==> config.mk <==
export PLATFORM = sky130hd
export DESIGN_NAME = ascii_decimal_fixed_point_parser_top
export DESIGN_NICKNAME = d
export VERILOG_FILES = /design/src/design/adfp_pkg.sv /design/src/design/adfp_front.sv /design/src/design/adfp_back.sv /design/src/design/adfp_finish.sv /design/src/design/ascii_decimal_fixed_point_parser_top.sv
export SDC_FILE = /design/constraint.sdc
export NUM_CORES = 2
export LEC_CHECK = 0
export BUFFER_PORTS_ARGS = -buffer_cell sky130_fd_sc_hd__buf_4
export CORE_MARGIN = 2
export CORE_UTILIZATION = 35
export CTS_BUF_LIST = sky130_fd_sc_hd__clkbuf_4 sky130_fd_sc_hd__clkbuf_8
export DETAILED_ROUTE_END_ITERATION = 10
export GPL_TIMING_DRIVEN = 0
export PLACE_DENSITY = 0.53
export SETUP_SLACK_MARGIN = 0.02
export SLEW_MARGIN = 20
export SYNTH_ARGS = -nofsm -noshare
export SYNTH_HDL_FRONTEND = slang
export SYNTH_SLANG_ARGS = --single-unit
export TNS_END_PERCENT = 1
==> constraint.sdc <==
create_clock -name clk -period 13.7 [get_ports clk]
set_input_delay 2.74 -clock clk [delete_from_list [all_inputs] [get_ports clk]]
set_output_delay 2.74 -clock clk [all_outputs]
set_load 0.02 [all_outputs]
==> src/design/adfp_pkg.sv <==
`timescale 1ns / 1ps

package adfp_pkg;

    // Largest number of fraction digits in a result.
    localparam int MAX_PLACES = 9;

    // Width of a power of ten up to 10^MAX_PLACES.
    localparam int SCALE_W = 30;
    localparam int INT_W   = 32;
    localparam int FRAC_W  = 30;
    localparam int CNT_W   = 4;
    localparam int PROD_W  = INT_W + SCALE_W;

    // Character classes handed from the front to the back.
    localparam logic [2:0] CLS_DIGIT = 3'd0;
    localparam logic [2:0] CLS_PLUS  = 3'd1;
    localparam logic [2:0] CLS_MINUS = 3'd2;
    localparam logic [2:0] CLS_DOT   = 3'd3;
    localparam logic [2:0] CLS_NUL   = 3'd4;
    localparam logic [2:0] CLS_OTHER = 3'd5;

    typedef struct packed {
        logic [2:0] cls;
        logic [3:0] digit;
    } char_entry_t;

    // A finished number on its way to scaling and range checking.
    typedef struct packed {
        logic              ok;
        logic              negative;
        logic [INT_W-1:0]  int_part;
        logic [FRAC_W-1:0] frac_part;
        logic [CNT_W-1:0]  frac_count;
        logic [CNT_W-1:0]  places;
    } number_t;

    function automatic logic [SCALE_W-1:0] pow10(input logic [CNT_W-1:0] n);
        logic [SCALE_W-1:0] r;
        case (n)
            4'd0:    r = 30'd1;
            4'd1:    r = 30'd10;
            4'd2:    r = 30'd100;
            4'd3:    r = 30'd1000;
            4'd4:    r = 30'd10000;
            4'd5:    r = 30'd100000;
            4'd6:    r = 30'd1000000;
            4'd7:    r = 30'd10000000;
            4'd8:    r = 30'd100000000;
            4'd9:    r = 30'd1000000000;
            default: r = 30'd0;
        endcase
        return r;
    endfunction

endpackage

==> src/design/adfp_front.sv <==
`timescale 1ns / 1ps

module adfp_front
    import adfp_pkg::*;
#(
    parameter int QUEUE_DEPTH = 4
)
(
    input  logic        clk,
    input  logic        rst_n,
    input  logic [7:0]  character,
    input  logic        in_valid,
    output logic        in_stall,
    output logic        q_valid,
    output char_entry_t q_entry,
    input  logic        q_pop
);

    localparam int PTR_W = (QUEUE_DEPTH > 1) ? $clog2(QUEUE_DEPTH) : 1;
    localparam int CNT_QW = $clog2(QUEUE_DEPTH + 1);

    char_entry_t            slot_reg [QUEUE_DEPTH];
    char_entry_t            cls_entry;
    logic [PTR_W-1:0]       wr_ptr_reg, wr_ptr_next;
    logic [PTR_W-1:0]       rd_ptr_reg, rd_ptr_next;
    logic [CNT_QW-1:0]      count_reg, count_next;
    logic                   push;

    always_comb
    begin
        cls_entry.digit = character[3:0];
        if (character inside {[8'h30:8'h39]})
            cls_entry.cls = CLS_DIGIT;
        else if (character == 8'h2B)
            cls_entry.cls = CLS_PLUS;
        else if (character == 8'h2D)
            cls_entry.cls = CLS_MINUS;
        else if (character == 8'h2E)
            cls_entry.cls = CLS_DOT;
        else if (character == 8'h00)
            cls_entry.cls = CLS_NUL;
        else
            cls_entry.cls = CLS_OTHER;
    end

    assign in_stall = (count_reg == CNT_QW'(QUEUE_DEPTH));
    assign push     = in_valid && !in_stall;
    assign q_valid  = (count_reg != '0);
    assign q_entry  = slot_reg[rd_ptr_reg];

    always_comb
    begin
        wr_ptr_next = wr_ptr_reg;
        rd_ptr_next = rd_ptr_reg;
        count_next  = count_reg;
        if (push)
        begin
            wr_ptr_next = (wr_ptr_reg == PTR_W'(QUEUE_DEPTH - 1)) ? '0 : wr_ptr_reg + 1'b1;
        end
        if (q_pop)
        begin
            rd_ptr_next = (rd_ptr_reg == PTR_W'(QUEUE_DEPTH - 1)) ? '0 : rd_ptr_reg + 1'b1;
        end
        if (push && !q_pop)
            count_next = count_reg + 1'b1;
        else if (!push && q_pop)
            count_next = count_reg - 1'b1;
    end

    always_ff @(posedge clk or negedge rst_n)
    begin
        if (!rst_n)
        begin
            wr_ptr_reg <= '0;
            rd_ptr_reg <= '0;
            count_reg  <= '0;
        end
        else
        begin
            wr_ptr_reg <= wr_ptr_next;
            rd_ptr_reg <= rd_ptr_next;
            count_reg  <= count_next;
        end
    end

    always_ff @(posedge clk)
    begin
        if (push)
            slot_reg[wr_ptr_reg] <= cls_entry;
    end

endmodule

==> src/design/adfp_back.sv <==
`timescale 1ns / 1ps

module adfp_back
    import adfp_pkg::*;
(
    input  logic             clk,
    input  logic             rst_n,
    input  logic             q_valid,
    input  char_entry_t      q_entry,
    output logic             q_pop,
    input  logic             signed_allowed,
    input  logic [CNT_W-1:0] places,
    output logic             num_valid,
    output number_t          num,
    input  logic             num_ready
);

    localparam logic [1:0] PH_START = 2'd0;
    localparam logic [1:0] PH_INT   = 2'd1;
    localparam logic [1:0] PH_FRAC  = 2'd2;

    logic [1:0]        phase_reg, phase_next;
    logic              neg_reg, neg_next;
    logic              saw_reg, saw_next;
    logic              failed_reg, failed_next;
    logic [INT_W-1:0]  int_reg, int_next;
    logic [FRAC_W-1:0] frac_reg, frac_next;
    logic [CNT_W-1:0]  count_reg, count_next;

    logic [INT_W+3:0]  int_wide;
    logic [FRAC_W+3:0] frac_wide;
    logic [CNT_W-1:0]  count_inc;
    logic              is_nul;
    logic              is_digit;

    assign is_nul    = (q_entry.cls == CLS_NUL);
    assign is_digit  = (q_entry.cls == CLS_DIGIT);
    assign num_valid = q_valid && is_nul;
    assign q_pop     = q_valid && (!is_nul || num_ready);

    assign int_wide  = ({4'd0, int_reg} << 3) + ({4'd0, int_reg} << 1)
                       + {{INT_W{1'b0}}, q_entry.digit};
    assign frac_wide = ({4'd0, frac_reg} << 3) + ({4'd0, frac_reg} << 1)
                       + {{FRAC_W{1'b0}}, q_entry.digit};
    assign count_inc = count_reg + 1'b1;

    always_comb
    begin
        num.ok         = !failed_reg && saw_reg && !(phase_reg == PH_FRAC && count_reg == '0)
                         && (count_reg <= places);
        num.negative   = neg_reg;
        num.int_part   = int_reg;
        num.frac_part  = frac_reg;
        num.frac_count = count_reg;
        num.places     = places;
    end

    always_comb
    begin
        phase_next  = phase_reg;
        neg_next    = neg_reg;
        saw_next    = saw_reg;
        failed_next = failed_reg;
        int_next    = int_reg;
        frac_next   = frac_reg;
        count_next  = count_reg;
        if (q_pop)
        begin
            if (is_nul)
            begin
                phase_next  = PH_START;
                neg_next    = 1'b0;
                saw_next    = 1'b0;
                failed_next = 1'b0;
                int_next    = '0;
                frac_next   = '0;
                count_next  = '0;
            end
            else if (!failed_reg)
            begin
                if (phase_reg == PH_START
                    && (q_entry.cls == CLS_PLUS || q_entry.cls == CLS_MINUS))
                begin
                    if (!signed_allowed)
                    begin
                        failed_next = 1'b1;
                    end
                    else
                    begin
                        neg_next   = (q_entry.cls == CLS_MINUS);
                        phase_next = PH_INT;
                    end
                end
                else if (phase_reg == PH_START || phase_reg == PH_INT)
                begin
                    phase_next = PH_INT;
                    if (is_digit)
                    begin
                        saw_next = 1'b1;
                        int_next = int_wide[INT_W-1:0];
                        // Anything above 32 bits ends the number as a failure.
                        if (int_wide[INT_W+3:INT_W] != 4'd0)
                            failed_next = 1'b1;
                    end
                    else if (q_entry.cls == CLS_DOT && saw_reg)
                    begin
                        phase_next = PH_FRAC;
                    end
                    else
                    begin
                        failed_next = 1'b1;
                    end
                end
                else if (phase_reg == PH_FRAC && is_digit)
                begin
                    count_next = count_inc;
                    if (count_inc > places)
                        failed_next = 1'b1;
                    else
                        frac_next = frac_wide[FRAC_W-1:0];
                end
                else
                begin
                    failed_next = 1'b1;
                end
            end
        end
    end

    always_ff @(posedge clk or negedge rst_n)
    begin
        if (!rst_n)
        begin
            phase_reg  <= PH_START;
            neg_reg    <= 1'b0;
            saw_reg    <= 1'b0;
            failed_reg <= 1'b0;
            int_reg    <= '0;
            frac_reg   <= '0;
            count_reg  <= '0;
        end
        else
        begin
            phase_reg  <= phase_next;
            neg_reg    <= neg_next;
            saw_reg    <= saw_next;
            failed_reg <= failed_next;
            int_reg    <= int_next;
            frac_reg   <= frac_next;
            count_reg  <= count_next;
        end
    end

endmodule

==> src/design/adfp_finish.sv <==
`timescale 1ns / 1ps

module adfp_finish
    import adfp_pkg::*;
(
    input  logic               clk,
    input  logic               rst_n,
    input  logic               num_valid,
    input  number_t            num,
    output logic               num_ready,
    input  logic               signed_allowed,
    output logic               out_valid,
    input  logic               out_stall,
    output logic               parse_ok,
    output logic signed [32:0] fixed_value
);

    logic                     s1_valid_reg;
    logic                     s1_ok_reg;
    logic                     s1_neg_reg;
    logic [PROD_W-1:0]        s1_prod_reg;
    logic [FRAC_W-1:0]        s1_frac_reg;
    logic                     out_valid_reg;
    logic                     parse_ok_reg;
    logic [32:0]              fixed_value_reg;

    logic                     ld_s1;
    logic                     ld_out;
    logic [PROD_W-1:0]        prod_calc;
    logic [FRAC_W+SCALE_W-1:0] frac_calc;
    logic [CNT_W-1:0]         pad_digits;
    logic [PROD_W:0]          mag;
    logic                     range_ok;
    logic [32:0]              value;

    assign ld_out    = s1_valid_reg && (!out_valid_reg || !out_stall);
    assign num_ready = !s1_valid_reg || ld_out;
    assign ld_s1     = num_valid && num_ready;

    // Stage 1: scale the integer by 10^places and pad the fraction out to places digits.
    assign pad_digits = num.places - num.frac_count;
    assign prod_calc  = {{SCALE_W{1'b0}}, num.int_part} * {{INT_W{1'b0}}, pow10(num.places)};
    assign frac_calc  = {{SCALE_W{1'b0}}, num.frac_part} * {{FRAC_W{1'b0}}, pow10(pad_digits)};

    // Stage 2: add, range check and apply the sign.
    assign mag = {1'b0, s1_prod_reg} + {{(PROD_W + 1 - FRAC_W){1'b0}}, s1_frac_reg};

    always_comb
    begin
        if (signed_allowed)
            range_ok = s1_neg_reg ? (mag <= (PROD_W+1)'(64'h8000_0000))
                                  : (mag <= (PROD_W+1)'(64'h7FFF_FFFF));
        else
            range_ok = (mag <= (PROD_W+1)'(64'hFFFF_FFFF)) && (!s1_neg_reg || mag == '0);
        value = s1_neg_reg ? (33'd0 - mag[32:0]) : mag[32:0];
    end

    always_ff @(posedge clk or negedge rst_n)
    begin
        if (!rst_n)
        begin
            s1_valid_reg  <= 1'b0;
            out_valid_reg <= 1'b0;
        end
        else
        begin
            if (num_ready)
                s1_valid_reg <= num_valid;
            if (!out_valid_reg || !out_stall)
                out_valid_reg <= s1_valid_reg;
        end
    end

    always_ff @(posedge clk)
    begin
        if (ld_s1)
        begin
            s1_ok_reg   <= num.ok;
            s1_neg_reg  <= num.negative;
            s1_prod_reg <= prod_calc;
            s1_frac_reg <= frac_calc[FRAC_W-1:0];
        end
        if (ld_out)
        begin
            parse_ok_reg    <= s1_ok_reg && range_ok;
            fixed_value_reg <= (s1_ok_reg && range_ok) ? value : 33'd0;
        end
    end

    assign out_valid   = out_valid_reg;
    assign parse_ok    = parse_ok_reg;
    assign fixed_value = fixed_value_reg;

endmodule

==> src/design/ascii_decimal_fixed_point_parser_top.sv <==
`timescale 1ns / 1ps

// ASCII decimal to fixed-point parser. One character is taken per cycle unless
// in_stall is high; a NUL character closes the number and yields one result
// (parse_ok, fixed_value), while every other character yields none. The front
// classifies characters into a QUEUE_DEPTH-entry queue, the back steps the parse
// state one character per cycle (a NUL waits for num_ready), and a two-stage
// finish path (multiply into a pipeline register, then add and range check into
// the output register) delivers the result through both registers before out_valid
// rises; while out_stall stays low the sustained rate is one character per cycle.
// The user must write decimal_places (address 0) and signed_allowed (address 4)
// over the APB port only while no number is in flight; the block does not enforce it.

module ascii_decimal_fixed_point_parser_top
    import adfp_pkg::*;
#(
    parameter int QUEUE_DEPTH = 4
)
(
    input  logic               clk,
    input  logic               rst_n,
    input  logic               psel,
    input  logic               penable,
    input  logic               pwrite,
    input  logic [2:0]         paddr,
    input  logic [31:0]        pwdata,
    output logic [31:0]        prdata,
    output logic               pready,
    input  logic [7:0]         character,
    input  logic               in_valid,
    output logic               in_stall,
    output logic               parse_ok,
    output logic signed [32:0] fixed_value,
    output logic               out_valid,
    input  logic               out_stall
);

    localparam logic REG_PLACES = 1'b0;
    localparam logic REG_SIGNED = 1'b1;

    logic [CNT_W-1:0] places_reg;
    logic             signed_reg;
    logic [CNT_W-1:0] places_eff;
    logic             cfg_write;
    logic             reg_sel;

    char_entry_t      q_entry;
    logic             q_valid;
    logic             q_pop;
    number_t          num;
    logic             num_valid;
    logic             num_ready;

    assign pready    = 1'b1;
    assign reg_sel   = paddr[2];
    assign cfg_write = psel && penable && pwrite && pready;

    always_ff @(posedge clk or negedge rst_n)
    begin
        if (!rst_n)
        begin
            places_reg <= '0;
            signed_reg <= 1'b1;
        end
        else if (cfg_write)
        begin
            if (reg_sel == REG_PLACES)
                places_reg <= pwdata[CNT_W-1:0];
            else
                signed_reg <= pwdata[0];
        end
    end

    assign prdata = (reg_sel == REG_SIGNED) ? {31'd0, signed_reg}
                                            : {{(32 - CNT_W){1'b0}}, places_reg};

    assign places_eff = (places_reg > CNT_W'(MAX_PLACES)) ? CNT_W'(MAX_PLACES) : places_reg;

    adfp_front #(
        .QUEUE_DEPTH (QUEUE_DEPTH)
    ) u_front (
        .clk       (clk),
        .rst_n     (rst_n),
        .character (character),
        .in_valid  (in_valid),
        .in_stall  (in_stall),
        .q_valid   (q_valid),
        .q_entry   (q_entry),
        .q_pop     (q_pop)
    );

    adfp_back u_back (
        .clk            (clk),
        .rst_n          (rst_n),
        .q_valid        (q_valid),
        .q_entry        (q_entry),
        .q_pop          (q_pop),
        .signed_allowed (signed_reg),
        .places         (places_eff),
        .num_valid      (num_valid),
        .num            (num),
        .num_ready      (num_ready)
    );

    adfp_finish u_finish (
        .clk            (clk),
        .rst_n          (rst_n),
        .num_valid      (num_valid),
        .num            (num),
        .num_ready      (num_ready),
        .signed_allowed (signed_reg),
        .out_valid      (out_valid),
        .out_stall      (out_stall),
        .parse_ok       (parse_ok),
        .fixed_value    (fixed_value)
    );

endmodule

==> results.cfg <==
[setup_path]
worstPathRequired_ns = 14.15
criticalPathCategory = flop to flop
worst-path-max-fanout = 10
endpoint_kind = flop
timing.rr.end = u_finish.s1_frac_reg[29]
crit_top_cell = fa_1
cp-start-kind = flop
cp.arrival_ns = 13.76
crit_path_start = places_reg[3]
rr_worst_depth = 35
slowest_delay_ns = 0.73
rr_startpoint = places_reg[3]
worst_path_max_delay_cell = clkdlybuf4s15_1
reg2reg_slack_ns = 0.39

[global_route]
grt_pass1_wl_um = 330000
grt_overflow_total = 0
grt_usage_pct = 25.2
antenna_found_initial = 16
grt_pass1_vias = 49127
grt_start_max_net_pins = 86

[timing]
hold_slack_ns = 0.458
rsz0062_at_grt = false
finalHoldViolCount = 0
worst_slew_pin_slew_ns = 1.25
max_freq_mhz = 75.1
finalSetupViolations = 0
drv_slew = 0
skew_ns = 0.0793
slew_headroom_pct = 16.6
finalCritPeriodShare_pct = 97.2
fin_crit_ns = 13.31

[worst_hold_path]
hold_path.class = flop to flop
hold_start = u_back.neg_reg
holdPathEnd = u_finish.s1_neg_reg
hold_depth = 0

[clock_tree]
clk_latency_ns = 0.76
cts.sinks = 241
cts_root_buffer = clkbuf_8
cts_buffers = 47
clockBufferDepth = 3
clk_pin_slew_ns = 0.06
htreeDepth = 2
cts_tree = built

[place]
place_hpwl_um = 189000
dp.cells = 8973
globalplace.congestion = 1.07
portBuffers = 59
dpl-instance-area_um2 = 64600

[drt]
via_per_inst = 5.23
vias = 47436
antenna_left = 0
routed_wl_um = 225000
drc = 0
first_pass_iters = 6
post_drt_wl_per_cell_um = 24.8
first_iter_violations = 4282

[final_layout]
final_cell_mix = 1387 x inv_1, 1165 x fa_1, 651 x nand2_1
final_cell_area_um2 = 65700
fillCellCount = 17670
final_common_cell = inv_1
areaGrowthSynthToFinish_pct = 7.75
fin_cells = 9072
drive_gt1_share_pct = 4.56
largest_register_ffs = 62
fin_nets = 8467

[yosys]
synth_top_area_share_pct = 38.2
synth_area_leader_cell = fa_1
synth_edf_count = 156
ys.flop_type = edfxtp_1
ys_warn_count = 0
async_reset_ff_share_pct = 35.3
synthCells = 6554
synth.distinct_cells = 101
yosysSeqAreaShare_pct = 11.2
synth.area.top_cells = fa_1 38%, ha_1 11%, inv_1 8.5%
mappedNetlistArea_um2 = 61000
ys_seq_elements = 241
avgSynthCellArea_um2 = 9.31

[run]
maxCapViolations = 0

[die]
fp.coreArea_um2 = 173000
die-area_um2 = 178000
ioPinCount = 119
die_h_um = 421
die_w_um = 421
rows = 153
start_util_pct = 35.2

[run_status]
status = finished clean
## through the flow
step	setup slack, ns	util, %	TNS [ns]
after CTS	0.0726	37.9	0
after global routing	0.0721	37.9	0
final	0.386	37.9	0
after floorplan	3.59	-	0
after global placement	-1.66	37.2	-3.26
after detailed placement	-0.700	37.3	-1.74
## how the worst max path moves through the flow
stage / end / slack [ns] / cells past startpoint
after floorplan: u_finish.s1_frac_reg[29] / 3.59 / 39
after global placement: u_finish.s1_frac_reg[28] / -1.66 / 35
after detailed placement: u_finish.s1_frac_reg[29] / -0.70 / 37
after CTS: u_finish.s1_frac_reg[28] / 0.07 / 37
after global routing: u_finish.s1_frac_reg[29] / 0.07 / 36
final: u_finish.s1_frac_reg[29] / 0.39 / 35
## critical path, delay by kind of cell, from the launching register on
family / cells / cell delay [ns]
AO/OA/AOI/OAI: 9 / 3.19
XOR/XNOR: 2 / 0.88
adder cells (fa/ha/maj): 10 / 4.44
buffers and inverters: 10 / 2.49
flip-flops: 1 / 0.59
AND/OR/NAND/NOR: 4 / 1.37
## per-layer routing
| layer | GRT usage [%] | up-vias | routed length, um |
|---|---|---|---|
| met3 | 9.01 | 448 | 26500 |
| met2 | 36.2 | 2241 | 91600 |
| met1 | 34.8 | 23914 | 97400 |
| met4 | 9.07 | 12 | 9560 |
| li1 | - | 20821 | - |
| met5 | 0 | - | 82 |
## Yosys cell counts (33+ instances only)
| cell | n |
|---|---|
| nand4_1 | 36 |
| xor2_1 | 86 |
| o21ai_0 | 122 |
| edfxtp_1 | 156 |
| a211oi_1 | 35 |
| nor3_1 | 54 |
| inv_1 | 1388 |
| ha_1 | 555 |
| and3_1 | 240 |
| a21oi_1 | 157 |
| nor2_1 | 170 |
| clkbuf_1 | 288 |
| nand2_1 | 651 |
| nor2b_1 | 33 |
| o21a_1 | 45 |
| a21o_1 | 88 |
| dfrtp_1 | 84 |
| and2_1 | 448 |
| xnor2_1 | 161 |
| fa_1 | 1165 |
| nand3_1 | 91 |
## logic make-up (layout without fill, tap and decap cells)
family                     after synthesis  count (layout)  synth area share, %
adders and majority gates             1720            1720                 49.6
DFF                                    241             241                 11.2
and+or+nand+nor                       1882            1882                 16.0
muxes                                   33              33                0.708
other                                    2              43               0.0123
buffers and inverters                 1725            1877                 10.9
AOI/OAI and AO/OA                      702             702                 8.01
xor gates and xnor gates               249             249                 3.62
## final cells by class
cell class | count | area (um^2) | area share, %
clock inverter | 22 | 219 | 0.333
sequential | 241 | 6810 | 10.4
buffer | 331 | 1410 | 2.14
tap | 2325 | 2910 | 4.43
clock buffer | 63 | 792 | 1.21
timing repair buffer | 67 | 551 | 0.838
antenna | 14 | 35.0 | 0.0533
inverter | 1394 | 5240 | 7.97
multi-input combinational | 4615 | 47800 | 72.7
## timing repair
item,CTS,global route
hold buffers,0,0
endpoints found under the setup margin,4,8
setup buffers,0,0
gates resized for setup,3,15
Power is not shown: default switching activity piles up to over one toggle a cycle in this logic, so the estimate is an artifact.
